--- src/design/bq3i_pkg.sv ---
// Shared constants, widths and types of the biquadratic 3x3 interpolator.
`timescale 1ns / 1ps
`default_nettype none
package bq3i_pkg;

  localparam int PIXEL_BITS      = 16;
  localparam int SHIFT_FRAC_BITS = 14;

  // Fixed field and bus widths.
  localparam int FIELD_W     = 16;
  localparam int OUT_FIELD_W = 18;
  localparam int S_TDATA_W   = 11 * FIELD_W;
  localparam int M_TDATA_W   = ((OUT_FIELD_W + 7) / 8) * 8;
  localparam int NUM_STAGES  = 7;

  // Clamped shift holds -2^F .. +2^F.
  localparam int SHIFT_W = SHIFT_FRAC_BITS + 2;
  localparam int CMP_W   = (FIELD_W > SHIFT_W) ? FIELD_W : SHIFT_W;
  localparam int SS_W    = 2 * SHIFT_FRAC_BITS + 1;

  // Column lane widths.
  localparam int D2_W = PIXEL_BITS + 2;
  localparam int D1_W = PIXEL_BITS + 1;
  localparam int P2_W = D2_W + SS_W + 1;
  localparam int Q2_W = D1_W + SHIFT_W;
  localparam int V_W  = PIXEL_BITS + SHIFT_FRAC_BITS + 4;

  // Row merge widths.
  localparam int E2_W  = V_W + 2;
  localparam int E1_W  = V_W + 1;
  localparam int M5_W  = E2_W + SHIFT_W;
  localparam int R1_W  = M5_W - SHIFT_FRAC_BITS;
  localparam int A_W   = R1_W + SHIFT_W;
  localparam int B_W   = E1_W + SHIFT_W;
  localparam int N_W   = A_W + 1;
  localparam int RES_W = N_W - (2 * SHIFT_FRAC_BITS + 2);
  localparam int OUT_W = PIXEL_BITS + 2;

  typedef logic signed [SHIFT_W-1:0] shift_t;
  typedef logic        [PIXEL_BITS-1:0] pixel_t;
  typedef logic signed [V_W-1:0] colval_t;
  typedef logic signed [OUT_W-1:0] result_t;

  // Per-stage advance strobes handed from the pipeline control to the datapath.
  typedef struct packed {
    logic col_prep;
    logic col_mul;
    logic col_sum;
    logic row_diff;
    logic row_mul;
    logic row_fin;
  } stage_en_t;

endpackage
`default_nettype wire

--- src/design/bq3i_col_lane.sv ---
// One column lane: quadratic fit through a column and evaluation at the vertical shift.
`timescale 1ns / 1ps
`default_nettype none
module bq3i_col_lane (
  input  wire                                     clk_i,
  input  bq3i_pkg::stage_en_t                     en_i,
  input  bq3i_pkg::pixel_t                        top_i,
  input  bq3i_pkg::pixel_t                        mid_i,
  input  bq3i_pkg::pixel_t                        bot_i,
  input  bq3i_pkg::shift_t                        sy_i,
  input  wire logic [bq3i_pkg::SS_W-1:0]          ss_i,
  output bq3i_pkg::colval_t                       v_o
);

  localparam int F  = bq3i_pkg::SHIFT_FRAC_BITS;
  localparam logic signed [bq3i_pkg::P2_W-1:0] HALF =
    bq3i_pkg::P2_W'(1) << (F - 1);

  logic signed [bq3i_pkg::D2_W-1:0] d2_d, d2_q;
  logic signed [bq3i_pkg::D1_W-1:0] d1_d, d1_q;
  bq3i_pkg::pixel_t                 m1_q, m2_q;
  logic signed [bq3i_pkg::P2_W-1:0] p2_d, p2_q;
  logic signed [bq3i_pkg::Q2_W-1:0] q2_d, q2_q;
  bq3i_pkg::colval_t                v_d, v_q;
  logic signed [bq3i_pkg::P2_W-1:0] p2_rnd;

  // Second difference t + u - 2m and first difference u - t.
  assign d2_d = $signed({2'b00, top_i}) + $signed({2'b00, bot_i})
              - $signed({1'b0, mid_i, 1'b0});
  assign d1_d = $signed({1'b0, bot_i}) - $signed({1'b0, top_i});

  assign p2_d = d2_q * $signed({1'b0, ss_i});
  assign q2_d = d1_q * sy_i;

  assign p2_rnd = (p2_q + HALF) >>> F;
  assign v_d = bq3i_pkg::V_W'(p2_rnd) + bq3i_pkg::V_W'(q2_q)
             + $signed(bq3i_pkg::V_W'({1'b0, m2_q, {(F + 1){1'b0}}}));

  always_ff @(posedge clk_i) begin
    if (en_i.col_prep) begin
      d2_q <= d2_d;
      d1_q <= d1_d;
      m1_q <= mid_i;
    end
    if (en_i.col_mul) begin
      p2_q <= p2_d;
      q2_q <= q2_d;
      m2_q <= m1_q;
    end
    if (en_i.col_sum) begin
      v_q <= v_d;
    end
  end

  assign v_o = v_q;

endmodule
`default_nettype wire

--- config.mk ---
export PLATFORM = sky130hd
export DESIGN_NAME = bq3i_col_lane
export DESIGN_NICKNAME = d
export VERILOG_FILES = /design/src/design/bq3i_pkg.sv /design/src/design/bq3i_col_lane.sv
export SDC_FILE = /design/constraint.sdc
export NUM_CORES = 2
export LEC_CHECK = 0
export BUFFER_PORTS_ARGS = -buffer_cell sky130_fd_sc_hd__buf_2
export CORE_UTILIZATION = 45
export DETAILED_ROUTE_END_ITERATION = 6
export HOLD_SLACK_MARGIN = 0.08
export PLACE_DENSITY = 0.71
export SLEW_MARGIN = 20
export SYNTH_ARGS = -nofsm -noshare
export SYNTH_HDL_FRONTEND = slang
export SYNTH_SLANG_ARGS = --single-unit
--- constraint.sdc ---
create_clock -name clk_i -period 6.9 [get_ports clk_i]
set_input_delay 0.69 -clock clk_i [delete_from_list [all_inputs] [get_ports clk_i]]
set_output_delay 0.69 -clock clk_i [all_outputs]
set_load 0.05 [all_outputs]
==> out/metrics.yaml <==
rr_worst_depth: 24
r2r-end: "p2_q[47]$_DFFE_PP_"
holdPathStages: 0
cp_top_family: "adder cells"
multi_input_area_sq_mm: 0.0271
antenna_found_initial: 7
drtIter0Drc: 1442
finalSetupTns_ps: 0
finalNetCount: 5157
reg2reg_from: "d2_q[3]$_DFFE_PP_"
grt_pass1_wl_mm: 134
async_flop_share_pct: 0
die_area_sq_mm: 0.0818
synth_warnings: 0
area_growth_pct: 9.70
finalMaxSlewViolations: 0
crit_chain: "buf_4 > buf_4 > nand2_1 > fa_1 > fa_1 > fa_1 > inv_1 > fa_1 > fa_1 > inv_1 > fa_1 > inv_1 > ha_1 > o21a_1 > o21a_1 > o21ai_0 > nand2b_1 > a31o_4 > a21o_4 > a41oi_4 > o211ai_2 > o21a_1 > a21oi_1 > xnor2_1"
port_buffers: 130
yosysUniqueCellTypes: 63
pre_cts_ws_ps: -20.7
hpwl_mm: 69.6
drive_above_1_share_pct: 9.00
cp_max_fo: 8
slowest_delay_ps: 560
cts_buffers: 17
cts.sinks: 168
grt_max_degree: 66
clock.fmax_mhz: 151
hold_buffers: 0
post-route-period-util_pct: 95.8
min_to: "m2_q[6]$_DFFE_PP_"
max-cap-violations: 0
synth_edf_count: 168
finClkSkew_ps: 14.1
cp-end-kind: "flip-flop"
final-seq-area_sq_mm: 0.00504
clkTransAtPathRegs_ps: 70
rsz0062_at_grt: "false"
h-tree-depth: 4
crit_path_start_kind: "flip-flop"
final.fill_count: 7337
die_h_microns: 286
die_x_microns: 286
syn-mean-instance-area_sq_um: 9.53
critPathMostFrequentCell: "fa_1"
path_class: "flip-flop to flip-flop"
rows: 103
synth_area_leaders: "fa_1 (41%), edfxtp_1 (14%), ha_1 (11%), inv_1 (10%), and2_1 (5.8%)"
cts_root_buf: "clkbuf_16"
slew_headroom_pct: 35.3
slowest_stage: "fa_1"
critPathArrivalTime_ps: 6810
cts_tree: "done"
gr-total-overflow: 0
synth_top_area_cell: "fa_1"
tightestPinTransition_ps: 963
ys.flop_type: "edfxtp_1"
hold_class: "flip-flop to flip-flop"
outcome: "completed"
vias: 25500
wl_per_cell_microns: 16.0
viasPerCell: 5.04
post-route-min-period_ps: 6610
core_sq_mm: 0.0794
seq_area_frac_synth_pct: 13.9
yosysTopAreaCellShare_pct: 40.8
synthesis.nets: 4964
routed_wl_mm: 81.1
cp.required_ps: 7100
finalWeightedCongestion: 0.899
ioPinCount: 134
grt.total_usage_pct: 20.7
grt_pass1_vias: 26500
ys_ff_latch: 168
setup_viol: 0
synth_cells: 3807
crit_buf_inv: 5
first_pass_iters: 5
worst_hold_startpoint: "m1_q[6]$_DFFE_PP_"
syn-cell-area_sq_mm: 0.0363
final.setup.worst_slack_ps: 290
r2r_slack_ps: 290
drc_errors: 0
finalHoldViolations: 0
clockBufferDepth: 2
ant_nets: 0
start_util_pct: 45.7
worstSkewPairLatency_ps: 440
==> worst reg2reg max path, cell delays in order (launching register included) <==
cell      delay, ps
edfxtp_1        530
buf_4           210
buf_4           150
nand2_1          80
fa_1            510
fa_1            500
fa_1            560
inv_1            50
fa_1            440
fa_1            510
inv_1            50
fa_1            470
inv_1            40
ha_1            280
o21a_1          170
o21a_1          150
o21ai_0         140
nand2b_1        110
a31o_4          280
a21o_4          250
a41oi_4         230
o211ai_2        190
o21a_1          220
a21oi_1         170
xnor2_1          80
==> per-layer routing <==
| metal | routed length (microns) | up-vias | track usage (%) |
|---|---|---|---|
| met5 | 7 | - | 0 |
| met4 | 2230 | 2 | 5.70 |
| met3 | 4760 | 120 | 2.27 |
| met2 | 40100 | 719 | 35.5 |
| met1 | 34000 | 13000 | 27.7 |
| li1 | - | 11700 | - |
==> sequential cells by signal, summed over array words and instances (netlist names) <==
signal  flops
p2_q       35
d1_q       16
d2_q       18
q2_q       33
v_o        34
m1_q       16
m2_q       16
==> final cells by class <==
class	count	share of cell area, %
Timing Repair Buffer	303	5.30
Tap cell	1050	3.30
Inverter	989	9.32
Sequential cell	168	12.7
Clock inverter	13	0.305
Antenna cell	4	0.0251
Clock buffer	19	1.09
Multi-Input combinational cell	2521	68.0
==> how the worst max path moves through the flow <==
stage / from / to / cells past startpoint
final: d2_q[3]$_DFFE_PP_ / p2_q[47]$_DFFE_PP_ / 24
after global routing: d2_q[13]$_DFFE_PP_ / p2_q[42]$_DFFE_PP_ / 22
after CTS: d2_q[3]$_DFFE_PP_ / p2_q[47]$_DFFE_PP_ / 22
after detailed placement: ss_i[7] / p2_q[47]$_DFFE_PP_ / 24
after global placement: ss_i[7] / p2_q[47]$_DFFE_PP_ / 24
after floorplan: sy_i[4] / q2_q[32]$_DFFE_PP_ / 24
==> logic make-up after synthesis <==
| kind of cell | Yosys count | synth area share (%) |
|---|---|---|
| xor+xnor | 149 | 3.60 |
| mux | 1 | 0.0276 |
| simple gates | 1050 | 14.1 |
| flops | 168 | 13.9 |
| fa+ha+maj | 1057 | 51.7 |
| buf+inv | 1118 | 11.6 |
| compound gates | 264 | 5.09 |
==> cells in the final DEF, fill, tap and decap left out, types with 11 or more instances in the layout <==
master / Yosys / final
a21o_1: 37 / 37
a21oi_1: 71 / 71
a31oi_1: 13 / 12
and2_1: 339 / 339
and3_1: 19 / 19
buf_12: 0 / 12
buf_2: 0 / 129
buf_4: 0 / 161
clkbuf_16: 0 / 17
edfxtp_1: 168 / 168
fa_1: 740 / 740
ha_1: 317 / 317
inv_1: 989 / 989
nand2_1: 458 / 458
nand2b_1: 26 / 26
nand3_1: 34 / 34
nand4_1: 11 / 11
nor2_1: 108 / 108
nor2b_1: 17 / 17
nor3_1: 20 / 20
o21a_1: 13 / 13
o21ai_0: 42 / 41
o21bai_1: 17 / 17
xnor2_1: 108 / 108
xor2_1: 41 / 41
==> Yosys cell counts, types with 17 or more instances <==
library cell  number
nand2b_1          26
inv_1            989
nor2b_1           17
o21bai_1          17
o21ai_0           42
edfxtp_1         168
clkbuf_1         129
and3_1            19
ha_1             317
fa_1             740
xnor2_1          108
and2_1           339
nand2_1          458
a21o_1            37
a21oi_1           71
nor2_1           108
nand3_1           34
nor3_1            20
xor2_1            41
==> metrics by stage <==
stage	cells	area, sq um	hold slack, ps	utilization (%)
finish	5067	39800	417	50.1
global route	5064	39800	424	50.1
global placement	5013	39100	402	49.2
detailed placement	5013	39100	405	49.2
floorplan	3807	36300	400	-
CTS	5045	39600	420	49.9
==> repair_timing <==
action,4_1_cts,5_1_grt
setup endpoints to repair,0,14
resized for setup,0,3
setup buffers,0,18
Power is not shown: default switching activity piles up to over one toggle a cycle in this logic, so the estimate is an artifact.
